### config.mk
export PLATFORM = sky130hd
export DESIGN_NAME = box_table_pairwise_overlap_unit
export DESIGN_NICKNAME = d
export VERILOG_FILES = /design/src/hdl/bto_pkg.sv /design/src/hdl/box_table_pairwise_overlap_unit.sv /design/src/hdl/bto_table.sv /design/src/hdl/bto_overlap.sv
export SDC_FILE = /design/constraint.sdc
export NUM_CORES = 1
export LEC_CHECK = 0
export BUFFER_PORTS_ARGS = -buffer_cell sky130_fd_sc_hd__buf_2
export CORE_ASPECT_RATIO = 0.5
export CORE_MARGIN = 4
export CORE_UTILIZATION = 65
export DETAILED_ROUTE_END_ITERATION = 8
export PLACE_DENSITY = 0.92
export SYNTH_ARGS = -nofsm -noshare
export SYNTH_HDL_FRONTEND = slang
export SYNTH_SLANG_ARGS = --single-unit
### constraint.sdc
create_clock -name clk -period 14.5 [get_ports clk]
set_input_delay 1.45 -clock clk [delete_from_list [all_inputs] [get_ports clk]]
set_output_delay 1.45 -clock clk [all_outputs]
set_load 0.01 [all_outputs]
### src/hdl/bto_pkg.sv
`timescale 1ns / 1ps

package bto_pkg;

    // fixed field widths
    localparam int SLOT_W  = 3;
    localparam int COORD_W = 16;
    localparam int SIZE_W  = 15;
    localparam int EDGE_W  = 18;

    typedef enum logic [1:0] {
        OP_STORE   = 2'd0,
        OP_REMOVE  = 2'd1,
        OP_RESOLVE = 2'd2
    } op_t;

    typedef enum logic [2:0] {
        S_IDLE,
        S_STORE,
        S_SCAN,
        S_DRAIN,
        S_FINAL
    } state_t;

    // one table entry, edges plus a flag for nonzero width and height
    typedef struct packed {
        logic signed [EDGE_W-1:0] left;
        logic signed [EDGE_W-1:0] top;
        logic signed [EDGE_W-1:0] right;
        logic signed [EDGE_W-1:0] bottom;
        logic                     solid;
    } box_t;

    // slot pair travelling down the compare pipeline
    typedef struct packed {
        logic              hit;
        logic [SLOT_W-1:0] self_id;
        logic [SLOT_W-1:0] other_id;
    } pair_t;

endpackage

### src/hdl/box_table_pairwise_overlap_unit.sv
`timescale 1ns / 1ps

// channel   signals                                          direction  transfer when
// command   start, busy, op, slot, box_x, box_y, pos_x,      in         start && !busy
//           pos_y, box_width, box_height
// result    result_valid, hit, self_slot, other_slot, last   out        result_valid
//
// store does the position add, then the width and height add with the table write
// remove and ignored commands leave busy low
// resolve walks every slot pair, one slot pair per cycle through the shared compare unit,
//   then drains the 2-stage read/compare pipeline and ends in a final state
// results come out on registered ports, one cycle each, the receiver cannot stall them
// reset clears the valid bits and the sequencer; table contents stay undefined until stored

module box_table_pairwise_overlap_unit
    import bto_pkg::*;
#(
    parameter int MAX_ENTRIES = 8
)
(
    input  logic                       clk,
    input  logic                       rst_n,
    input  logic                       start,
    output logic                       busy,
    input  logic [1:0]                 op,
    input  logic [SLOT_W-1:0]          slot,
    input  logic signed [COORD_W-1:0]  box_x,
    input  logic signed [COORD_W-1:0]  box_y,
    input  logic signed [COORD_W-1:0]  pos_x,
    input  logic signed [COORD_W-1:0]  pos_y,
    input  logic [SIZE_W-1:0]          box_width,
    input  logic [SIZE_W-1:0]          box_height,
    output logic                       result_valid,
    output logic                       hit,
    output logic [SLOT_W-1:0]          self_slot,
    output logic [SLOT_W-1:0]          other_slot,
    output logic                       last
);

    localparam int IW = $clog2(MAX_ENTRIES);

    // sequencer state
    state_t state_reg;
    state_t state_next;

    // fsm outputs
    logic accept;
    logic store_go;
    logic remove_go;
    logic resolve_go;
    logic store_wr;
    logic issue_en;
    logic final_emit;
    logic slot_ok;

    // valid bit per slot
    logic [MAX_ENTRIES-1:0] valid_reg;
    logic [MAX_ENTRIES-1:0] valid_next;

    // store holding registers, first add step
    logic signed [EDGE_W-2:0] st_left_reg;
    logic signed [EDGE_W-2:0] st_top_reg;
    logic [SIZE_W-1:0]        st_w_reg;
    logic [SIZE_W-1:0]        st_h_reg;
    logic [IW-1:0]            st_slot_reg;
    box_t                     wr_box;

    // pair counters, a is the outer (self) loop
    logic [IW-1:0] a_reg;
    logic [IW-1:0] a_next;
    logic [IW-1:0] b_reg;
    logic [IW-1:0] b_next;
    logic          scan_done;

    // pipeline: read stage then compare stage
    pair_t issue_pair;
    pair_t rd_pair_reg;
    logic  rd_vld_reg;
    pair_t cmp_pair;
    box_t  box_a;
    box_t  box_b;

    // last hit seen, held back until we know whether it is the final one
    logic              pend_vld_reg;
    logic              pend_vld_next;
    logic [SLOT_W-1:0] pend_self_reg;
    logic [SLOT_W-1:0] pend_self_next;
    logic [SLOT_W-1:0] pend_other_reg;
    logic [SLOT_W-1:0] pend_other_next;

    // result output registers
    logic              res_vld_reg;
    logic              res_vld_next;
    logic              res_hit_reg;
    logic              res_hit_next;
    logic [SLOT_W-1:0] res_self_reg;
    logic [SLOT_W-1:0] res_self_next;
    logic [SLOT_W-1:0] res_other_reg;
    logic [SLOT_W-1:0] res_other_next;
    logic              res_last_reg;
    logic              res_last_next;

    assign busy    = (state_reg != S_IDLE);
    assign accept  = start && !busy;
    assign slot_ok = ({1'b0, slot} < (SLOT_W + 1)'(MAX_ENTRIES));

    always_comb
    begin
        store_go   = 1'b0;
        remove_go  = 1'b0;
        resolve_go = 1'b0;
        if (accept)
        begin
            case (op)
                OP_STORE:   store_go   = slot_ok;
                OP_REMOVE:  remove_go  = slot_ok;
                OP_RESOLVE: resolve_go = 1'b1;
                default:    ;
            endcase
        end
    end

    // last pair of the walk
    assign scan_done = (a_reg == IW'(MAX_ENTRIES - 1)) && (b_reg == IW'(MAX_ENTRIES - 1));

    // next state
    always_comb
    begin
        state_next = state_reg;
        case (state_reg)
            S_IDLE:
            begin
                if (store_go)
                begin
                    state_next = S_STORE;
                end
                else if (resolve_go)
                begin
                    state_next = S_SCAN;
                end
            end
            S_STORE:
            begin
                state_next = S_IDLE;
            end
            S_SCAN:
            begin
                if (scan_done)
                begin
                    state_next = S_DRAIN;
                end
            end
            S_DRAIN:
            begin
                // compare stage finishes the last pair in this cycle
                if (!rd_vld_reg)
                begin
                    state_next = S_FINAL;
                end
            end
            S_FINAL:
            begin
                state_next = S_IDLE;
            end
            default:
            begin
                state_next = S_IDLE;
            end
        endcase
    end

    // fsm outputs
    always_comb
    begin
        store_wr   = 1'b0;
        issue_en   = 1'b0;
        final_emit = 1'b0;
        case (state_reg)
            S_STORE: store_wr   = 1'b1;
            S_SCAN:  issue_en   = 1'b1;
            S_FINAL: final_emit = 1'b1;
            default: ;
        endcase
    end

    always_ff @(posedge clk or negedge rst_n)
    begin
        if (!rst_n)
        begin
            state_reg <= S_IDLE;
        end
        else
        begin
            state_reg <= state_next;
        end
    end

    // valid bits: set on the table write, cleared on remove
    always_comb
    begin
        valid_next = valid_reg;
        if (store_wr)
        begin
            valid_next[st_slot_reg] = 1'b1;
        end
        if (remove_go)
        begin
            valid_next[slot[IW-1:0]] = 1'b0;
        end
    end

    always_ff @(posedge clk or negedge rst_n)
    begin
        if (!rst_n)
        begin
            valid_reg <= '0;
        end
        else
        begin
            valid_reg <= valid_next;
        end
    end

    // store, step one: left and top from position plus offset
    always_ff @(posedge clk)
    begin
        if (store_go)
        begin
            st_left_reg <= {pos_x[COORD_W-1], pos_x} + {box_x[COORD_W-1], box_x};
            st_top_reg  <= {pos_y[COORD_W-1], pos_y} + {box_y[COORD_W-1], box_y};
            st_w_reg    <= box_width;
            st_h_reg    <= box_height;
            st_slot_reg <= slot[IW-1:0];
        end
    end

    // store, step two: right and bottom, sums always fit the edge width
    always_comb
    begin
        wr_box.left   = {st_left_reg[EDGE_W-2], st_left_reg};
        wr_box.top    = {st_top_reg[EDGE_W-2], st_top_reg};
        wr_box.right  = wr_box.left + {{(EDGE_W - SIZE_W){1'b0}}, st_w_reg};
        wr_box.bottom = wr_box.top + {{(EDGE_W - SIZE_W){1'b0}}, st_h_reg};
        wr_box.solid  = (st_w_reg != '0) && (st_h_reg != '0);
    end

    // pair walk, inner loop on b
    always_comb
    begin
        a_next = a_reg;
        b_next = b_reg;
        if (resolve_go)
        begin
            a_next = '0;
            b_next = '0;
        end
        else if (issue_en)
        begin
            if (b_reg == IW'(MAX_ENTRIES - 1))
            begin
                b_next = '0;
                a_next = a_reg + IW'(1);
            end
            else
            begin
                b_next = b_reg + IW'(1);
            end
        end
    end

    always_ff @(posedge clk or negedge rst_n)
    begin
        if (!rst_n)
        begin
            a_reg <= '0;
            b_reg <= '0;
        end
        else
        begin
            a_reg <= a_next;
            b_reg <= b_next;
        end
    end

    // pair qualifies while the walk runs, both slots hold boxes and they differ
    always_comb
    begin
        issue_pair.hit      = issue_en && valid_reg[a_reg] && valid_reg[b_reg] &&
                              (a_reg != b_reg);
        issue_pair.self_id  = SLOT_W'(a_reg);
        issue_pair.other_id = SLOT_W'(b_reg);
    end

    // read stage tag, lines up with the registered table read
    always_ff @(posedge clk or negedge rst_n)
    begin
        if (!rst_n)
        begin
            rd_vld_reg  <= 1'b0;
            rd_pair_reg <= '0;
        end
        else
        begin
            rd_vld_reg  <= issue_en;
            rd_pair_reg <= issue_pair;
        end
    end

    bto_table #(
        .DEPTH (MAX_ENTRIES),
        .IW    (IW)
    ) u_table (
        .clk       (clk),
        .wr_en     (store_wr),
        .wr_addr   (st_slot_reg),
        .wr_data   (wr_box),
        .rd_addr_a (a_reg),
        .rd_addr_b (b_reg),
        .rd_data_a (box_a),
        .rd_data_b (box_b)
    );

    // shared compare unit, one pair per cycle
    bto_overlap u_overlap (
        .clk      (clk),
        .rst_n    (rst_n),
        .pair_in  (rd_pair_reg),
        .box_a    (box_a),
        .box_b    (box_b),
        .pair_out (cmp_pair)
    );

    // result stage: a new hit releases the one held before it, the final cycle
    // releases the held hit marked last, or the empty result when nothing hit
    always_comb
    begin
        pend_vld_next   = pend_vld_reg;
        pend_self_next  = pend_self_reg;
        pend_other_next = pend_other_reg;
        res_vld_next    = 1'b0;
        res_hit_next    = res_hit_reg;
        res_self_next   = res_self_reg;
        res_other_next  = res_other_reg;
        res_last_next   = res_last_reg;
        if (cmp_pair.hit)
        begin
            if (pend_vld_reg)
            begin
                res_vld_next   = 1'b1;
                res_hit_next   = 1'b1;
                res_self_next  = pend_self_reg;
                res_other_next = pend_other_reg;
                res_last_next  = 1'b0;
            end
            pend_vld_next   = 1'b1;
            pend_self_next  = cmp_pair.self_id;
            pend_other_next = cmp_pair.other_id;
        end
        if (final_emit)
        begin
            res_vld_next   = 1'b1;
            res_last_next  = 1'b1;
            res_hit_next   = pend_vld_reg;
            res_self_next  = pend_vld_reg ? pend_self_reg : '0;
            res_other_next = pend_vld_reg ? pend_other_reg : '0;
            pend_vld_next  = 1'b0;
        end
    end

    always_ff @(posedge clk or negedge rst_n)
    begin
        if (!rst_n)
        begin
            pend_vld_reg <= 1'b0;
            res_vld_reg  <= 1'b0;
        end
        else
        begin
            pend_vld_reg <= pend_vld_next;
            res_vld_reg  <= res_vld_next;
        end
    end

    always_ff @(posedge clk)
    begin
        pend_self_reg  <= pend_self_next;
        pend_other_reg <= pend_other_next;
        res_hit_reg    <= res_hit_next;
        res_self_reg   <= res_self_next;
        res_other_reg  <= res_other_next;
        res_last_reg   <= res_last_next;
    end

    assign result_valid = res_vld_reg;
    assign hit          = res_hit_reg;
    assign self_slot    = res_self_reg;
    assign other_slot   = res_other_reg;
    assign last         = res_last_reg;

endmodule

### src/hdl/bto_table.sv
`timescale 1ns / 1ps

module bto_table
    import bto_pkg::*;
#(
    parameter int DEPTH = 8,
    parameter int IW    = 3
)
(
    input  logic          clk,
    input  logic          wr_en,
    input  logic [IW-1:0] wr_addr,
    input  box_t          wr_data,
    input  logic [IW-1:0] rd_addr_a,
    input  logic [IW-1:0] rd_addr_b,
    output box_t          rd_data_a,
    output box_t          rd_data_b
);

    box_t mem [DEPTH];
    box_t rd_a_reg;
    box_t rd_b_reg;

    always_ff @(posedge clk)
    begin
        if (wr_en)
        begin
            mem[wr_addr] <= wr_data;
        end
    end

    // two registered read ports
    always_ff @(posedge clk)
    begin
        rd_a_reg <= mem[rd_addr_a];
        rd_b_reg <= mem[rd_addr_b];
    end

    assign rd_data_a = rd_a_reg;
    assign rd_data_b = rd_b_reg;

endmodule

### src/hdl/bto_overlap.sv
`timescale 1ns / 1ps

module bto_overlap
    import bto_pkg::*;
(
    input  logic  clk,
    input  logic  rst_n,
    input  pair_t pair_in,
    input  box_t  box_a,
    input  box_t  box_b,
    output pair_t pair_out
);

    pair_t pair_reg;
    pair_t pair_next;
    logic  overlap;

    // strict overlap on both axes, empty boxes never overlap
    assign overlap = box_a.solid && box_b.solid &&
                     (box_a.left < box_b.right) && (box_b.left < box_a.right) &&
                     (box_a.top < box_b.bottom) && (box_b.top < box_a.bottom);

    always_comb
    begin
        pair_next     = pair_in;
        pair_next.hit = pair_in.hit && overlap;
    end

    always_ff @(posedge clk or negedge rst_n)
    begin
        if (!rst_n)
        begin
            pair_reg <= '0;
        end
        else
        begin
            pair_reg <= pair_next;
        end
    end

    assign pair_out = pair_reg;

endmodule

==> flow_summary_export.csv, run 1 <==
group,metric,value,unit
cts,cts_resized,0,
finish,fillers,2836,
critical_path,critPathMaxFanout,46,
critical_path,arrival,4830,ps
finish,largest_reg_flops,568,
detailed_routing,first_iter_violations,3449,
cts,postCtsSetupBuffers,0,
cts,htreeDepth,3,
yosys,yosysSeqAreaShare,63.2,%
pwr,power_density,185,nW/um^2
yosys,synth_edf_count,648,
yosys,syn_nets,2280,
cts,clockBufferDepth,3,
finish,final_util,73.0,%
finish,layout-drive-gt1-share,31.8,%
critical_path,r2r_setup_slack,10160,ps
sta,maxSlewViolCount,0,
floorplanning,core_area,55600,sq um
floorplanning,io_pins,112,
global_route,antenna_found_initial,1,
place,place_congestion,0.830,
pwr,p_leak,0.0141,uW
global_route,grt_max_degree,102,
detailed_routing,dr.pass1.iters,9,
status,failed_checks,"design-rule violations",
detailed_routing,drc,2,
yosys,synth_seq_cells,825,
finish,layout_commonest_cell,"edfxtp_1",
finish,nNetsFinal,2406,
sta,hold_viol_final,0,
cts,numCtsBuffers,71,
sta,finalCritPeriodShare,29.9,%
detailed_routing,ant_nets,0,
yosys,syn_inst,2040,
global_route,grt-ovfl-total,0,
sta,setup-tns-final,0,ps
pwr,clock_power_share,27.5,%
critical_path,critPathRequiredTime,14990,ps
sta,hold_slack,349,ps
floorplanning,row_count,61,
finish,instances_no_fill,2981,
sta,rsz0062_at_grt,"no",
finish,largest_register,"u_table.mem",
finish,syn2layout_area_growth,10.8,%
place,port_buffers,111,
status,run_status,"finished, violations left",
yosys,ys.flop_type,"edfxtp_1",
floorplanning,initial_core_util,65.9,%
sta,maxSlewHeadroom,23.2,%
global_route,grt_pass1_vias,22520,
place,dp_cells,2849,
critical_path,startpoint_type,"flip-flop",
detailed_routing,wirelength,91.7,mm
sta,post-route-min-period,4340,ps
critical_path,path_class,"flip-flop to flip-flop",
yosys,ys_types,68,
yosys,synth.avg_cell_area,18.0,sq um
pwr,vdd_drop_max,147,uV
cts,clockRootBuffer,"clkbuf_16",
floorplanning,die_x,344,um
pwr,power,7510,uW
floorplanning,die_y,176,um
pwr,pwr-share-comb,29.8,%
worst_hold_path,hold_path.class,"flip-flop to flip-flop",
floorplanning,die-area,60500,sq um
global_route,grt_util_all_layers,30.7,%
cts,cts_tree,"yes",
sta,fmax,231,MHz
finish,layout_common_cells,"648 x edfxtp_1, 288 x mux4_2, 143 x dfxtp_1",
pwr,switching_share,30.1,%
flow_run,cap_violations,0,
cts,insertion_delay,620,ps
place,hpwlAfterDp,49.1,mm
global_route,grt_pass1_wl,138,mm
yosys,netlist_area,36700,sq um
detailed_routing,wl_per_cell,30.8,um
yosys,async_flop_share,4.12,%
pwr,internal_power,5250,uW
cts,holdBufCountCts,0,
sta,finalSetupViolCount,0,
sta,worst_slew_pin_slew,1150,ps
cts,cts_sinks,825,
sta,skew,20.7,ps
pwr,p_sw,2260,uW
detailed_routing,vias_per_cell,7.24,
yosys,yosys_warnings,0,
critical_path,endpoint_kind,"flip-flop",
pwr,sequentialPowerShare,42.7,%
cts,cts.reportedPaths.clkPinSlew,70,ps
detailed_routing,vias,21593,
-- power by group through the flow --
stage               Clock, uW  Sequential, uW  Combinational, uW
global route             2180            3230               2390
detailed placement          0            3230               2120
floorplan                   0            3080               1680
global placement            0            3210               2000
CTS                      2070            3200               2220
finish                   2060            3210               2240
-- worst paths after layout --
kind,cells past startpoint,startpoint,to
worst min-delay path,0,rd_pair_reg[2]$_DFF_PN0_,u_overlap.pair_out[2]$_DFF_PN0_
worst max-delay path,5,b_reg[0]$_DFFE_PN0P_,u_table.rd_data_b[17]$_DFF_P_
worst min register to register,0,rd_pair_reg[2]$_DFF_PN0_,u_overlap.pair_out[2]$_DFF_PN0_
worst max register to register,5,b_reg[0]$_DFFE_PN0P_,u_table.rd_data_b[17]$_DFF_P_
max in group asynchronous,1,rst_n,b_reg[2]$_DFFE_PN0P_
min in group asynchronous,1,rst_n,u_overlap.pair_out[4]$_DFF_PN0_
-- logic make-up after synthesis --
group / synth area share [%]
AOI/OAI and AO/OA: 3.71
xor gates and xnor gates: 1.41
adders and majority gates: 4.79
buffers and inverters: 1.95
DFF: 63.2
muxes: 22.1
and+or+nand+nor: 2.84
-- routing by layer --
layer / global-route usage [%] / wire [um]
met1: 40.4 / 31100
met2: 51.1 / 45600
met3: 6.57 / 10800
met4: 12.5 / 4180
met5: 0 / 0
-- layout make-up --
cell class,count,area [sq um],share of cell area (%)
Sequential cell,825,23200,57.1
Timing Repair Buffer,134,741,1.82
Antenna cell,1,2.50,0.00616
Tap cell,756,946,2.33
Clock buffer,93,2030,4.99
Inverter,99,372,0.915
Multi-Input combinational cell,1035,12800,31.6
Clock inverter,38,485,1.20
-- critical path, stage by stage, from the launching register on --
cell and delay [ps]:
dfrtp_4 660, buf_4 810, buf_4 860, buf_4 840
mux4_2 620, mux2_2 290
-- Yosys cell counts (all sizes together) (6+ instances only) --
master	instances	area, sq um
mux4	288	6490
buf	38	183
ha	134	1680
o22a	6	52.6
nor2	54	203
o21ai	41	205
nand2b	14	87.6
nand2	50	188
o21a	9	67.6
dfxtp	143	2860
edfxtp	648	19500
a21oi	55	287
a31oi	13	81.3
mux2	142	1600
nor2b	18	115
nor3	12	60.1
nand3	11	55.1
clkbuf	43	161
xor2	13	114
nor4	8	50.1
a21o	30	225
xnor2	46	403
dfrtp	34	851
inv	99	372
-- per-stage QoR --
step	instance area, sq um	setup WS (ps)
after floorplan	36700	8120
after global placement	38100	10210
after detailed placement	38100	10110
after CTS	40600	10030
after global routing	40600	9700
final	40600	10160
Note: power is estimated with default switching activity, not from simulation.
==> run 2, diff against run 1 <==
Settings changed: CORE_UTILIZATION 65 to 56, PLACE_DENSITY 0.92 to 0.85.
Clock period 14.5 ns to 3.9 ns, I/O delays scaled along.
==> run 2 against run 1 <==
The flow now finishes without violations; final cell count increased by 5.7%; flip-flop and latch count unchanged; highest routed layer is now met5; total power increased to 3.7 times the previous value; global-route usage decreased by 6.4 points; routed wire length decreased by 8.0%.
==> flow_summary_export.csv, run 2 (synthesis results as in run 1) <==
group,metric,value,unit
status,run_status,"complete, no violations",
critical_path,critical-path-top-delay-family,"compound AO/OA/AOI/OAI gates",
critical_path,slowest_delay,610,ps
finish,layout_commonest_cell,"edfxtp_1",
sta,finalSetupViolCount,0,
cts,clockRootBuffer,"clkbuf_16",
cts,numCtsBuffers,72,
sta,fmax,294,MHz
detailed_routing,drc,0,
cts,cts_tree,"yes",
critical_path,worst_path_max_delay_cell,"a21boi_0",
pwr,power_density,664,nW/um^2
cts,clockBufferDepth,3,
place,dpl_cell_area,38600,sq um
sta,maxSlewHeadroom,33.0,%
detailed_routing,ant_nets,0,
critical_path,startpoint_type,"flip-flop",
pwr,sequentialPowerShare,43.4,%
place,place_congestion,0.800,
finish,largest_reg_flops,568,
critical_path,critPathMaxFanout,9,
cts,cts.reportedPaths.clkPinSlew,70,ps
global_route,grt_util_all_layers,24.3,%
sta,finalCritPeriodShare,87.1,%
finish,layout-drive-gt1-share,31.8,%
pwr,pwr-share-comb,29.8,%
detailed_routing,first_iter_violations,2381,
detailed_routing,wl_per_cell,26.7,um
cts,cts_sinks,825,
critical_path,critPathRequiredTime,4240,ps
finish,final_util,64.8,%
sta,maxSlewViolCount,0,
global_route,grt_pass1_wl,128,mm
finish,largest_register,"u_table.mem",
floorplanning,die_y,189,um
global_route,antenna_found_initial,2,
pwr,switching_share,29.6,%
floorplanning,io_pins,112,
detailed_routing,vias_per_cell,6.50,
floorplanning,initial_core_util,57.4,%
critical_path,endpoint_kind,"flip-flop",
sta,worst_slew_pin_slew,1000,ps
detailed_routing,dr.pass1.iters,5,
finish,design_area,41400,sq um
sta,hold_viol_final,0,
cts,postCtsSetupBuffers,0,
detailed_routing,wirelength,84.3,mm
global_route,grt_max_degree,72,
pwr,clock_power_share,26.8,%
worst_hold_path,hold_path.class,"input port to flip-flop",
pwr,vdd_drop_max,352,uV
sta,rsz0062_at_grt,"no",
critical_path,path_class,"flip-flop to flip-flop",
floorplanning,core_area,63900,sq um
critical_path,path_cells,"ha_1 > inv_1 > fa_1 > nor2b_1 > o21ai_1 > a21boi_0 > o21bai_1 > a31oi_1 > nor2_1 > xnor2_1",
cts,htreeDepth,3,
floorplanning,row_count,65,
pwr,internal_power,19300,uW
finish,nNetsFinal,2460,
pwr,p_sw,8140,uW
flow_run,cap_violations,0,
cts,holdBufCountCts,32,
cts,cts_resized,0,
floorplanning,die_x,370,um
sta,post-route-min-period,3400,ps
detailed_routing,vias,20497,
global_route,grt-ovfl-total,0,
pwr,p_leak,0.0144,uW
finish,syn2layout_area_growth,12.9,%
critical_path,arrival,3740,ps
critical_path,critPathBufInv,1,
place,port_buffers,111,
floorplanning,die-area,69900,sq um
place,hpwlAfterDp,49.4,mm
finish,layout_common_cells,"648 x edfxtp_1, 288 x mux4_2, 143 x dfxtp_1",
global_route,grt_pass1_vias,21396,
cts,insertion_delay,630,ps
sta,skew,33.7,ps
[run 2: changes by cell type in the layout (fill, tap and decap cells not counted), sizes merged]
cell,change
clkinvlp,-2
clkbuf,+9
bufinv,-6
inv,-1
dlygate4sd3,+32
clkinv,+3
buf,+21
[run 2: power by group through the flow]
stage / combinational [uW] / sequential [uW] / clock, uW
after detailed placement: 7960 / 12100 / 0
after CTS: 8200 / 11900 / 7400
after global placement: 7670 / 12000 / 0
after global routing: 8850 / 12100 / 7810
after floorplan: 6250 / 11400 / 0
final: 8190 / 11900 / 7360
[run 2: path summary, 6_finish.rpt]
kind                                           from                              end  slack (ps)  cells after the start
max                        st_left_reg[0]$_DFFE_PP_     u_table.mem[2][33]$_DFFE_PP_         500                     10
min                                        pos_y[0]          st_top_reg[0]$_DFFE_PP_          50                      2
min in group asynchronous                     rst_n           result_valid$_DFF_PN0_         400                      2
min reg2reg                rd_pair_reg[3]$_DFF_PN0_  u_overlap.pair_out[3]$_DFF_PN0_         350                      0
max in group asynchronous                     rst_n             a_reg[1]$_DFFE_PN0P_        2940                      2
max reg2reg                st_left_reg[0]$_DFFE_PP_     u_table.mem[2][33]$_DFFE_PP_         500                     10
[run 2: metal layers]
layer	vias up	share of wire, %	track usage (%)
li1	8596	-	-
met4	2	2.5	6.85
met3	180	9.6	4.92
met5	-	0.015	0
met1	10626	38	32.8
met2	1093	50	40.8
[run 2: layout make-up]
type                    count  area, sq um
flip-flops and latches    825        23200
fillers                  4054        22500
multi-input cells        1035        12900
clock buffers             102         2100
repair buffers            187         1460
well taps                 871         1090
inverters                  99          372
clock inverters            32          342
diodes                      1         2.50
[run 2: metrics by stage]
step                setup TNS, ps  setup slack [ps]  hold slack (ps)  cells  total power [uW]
floorplan                 -187350              -400             94.4   2040             17700
global placement                0               788              331   2985             19700
detailed placement              0               673              335   2985             20000
CTS                             0               643             31.3   3151             27500
global route                    0               332             43.2   3152             28700
finish                          0               503             46.0   3152             27500
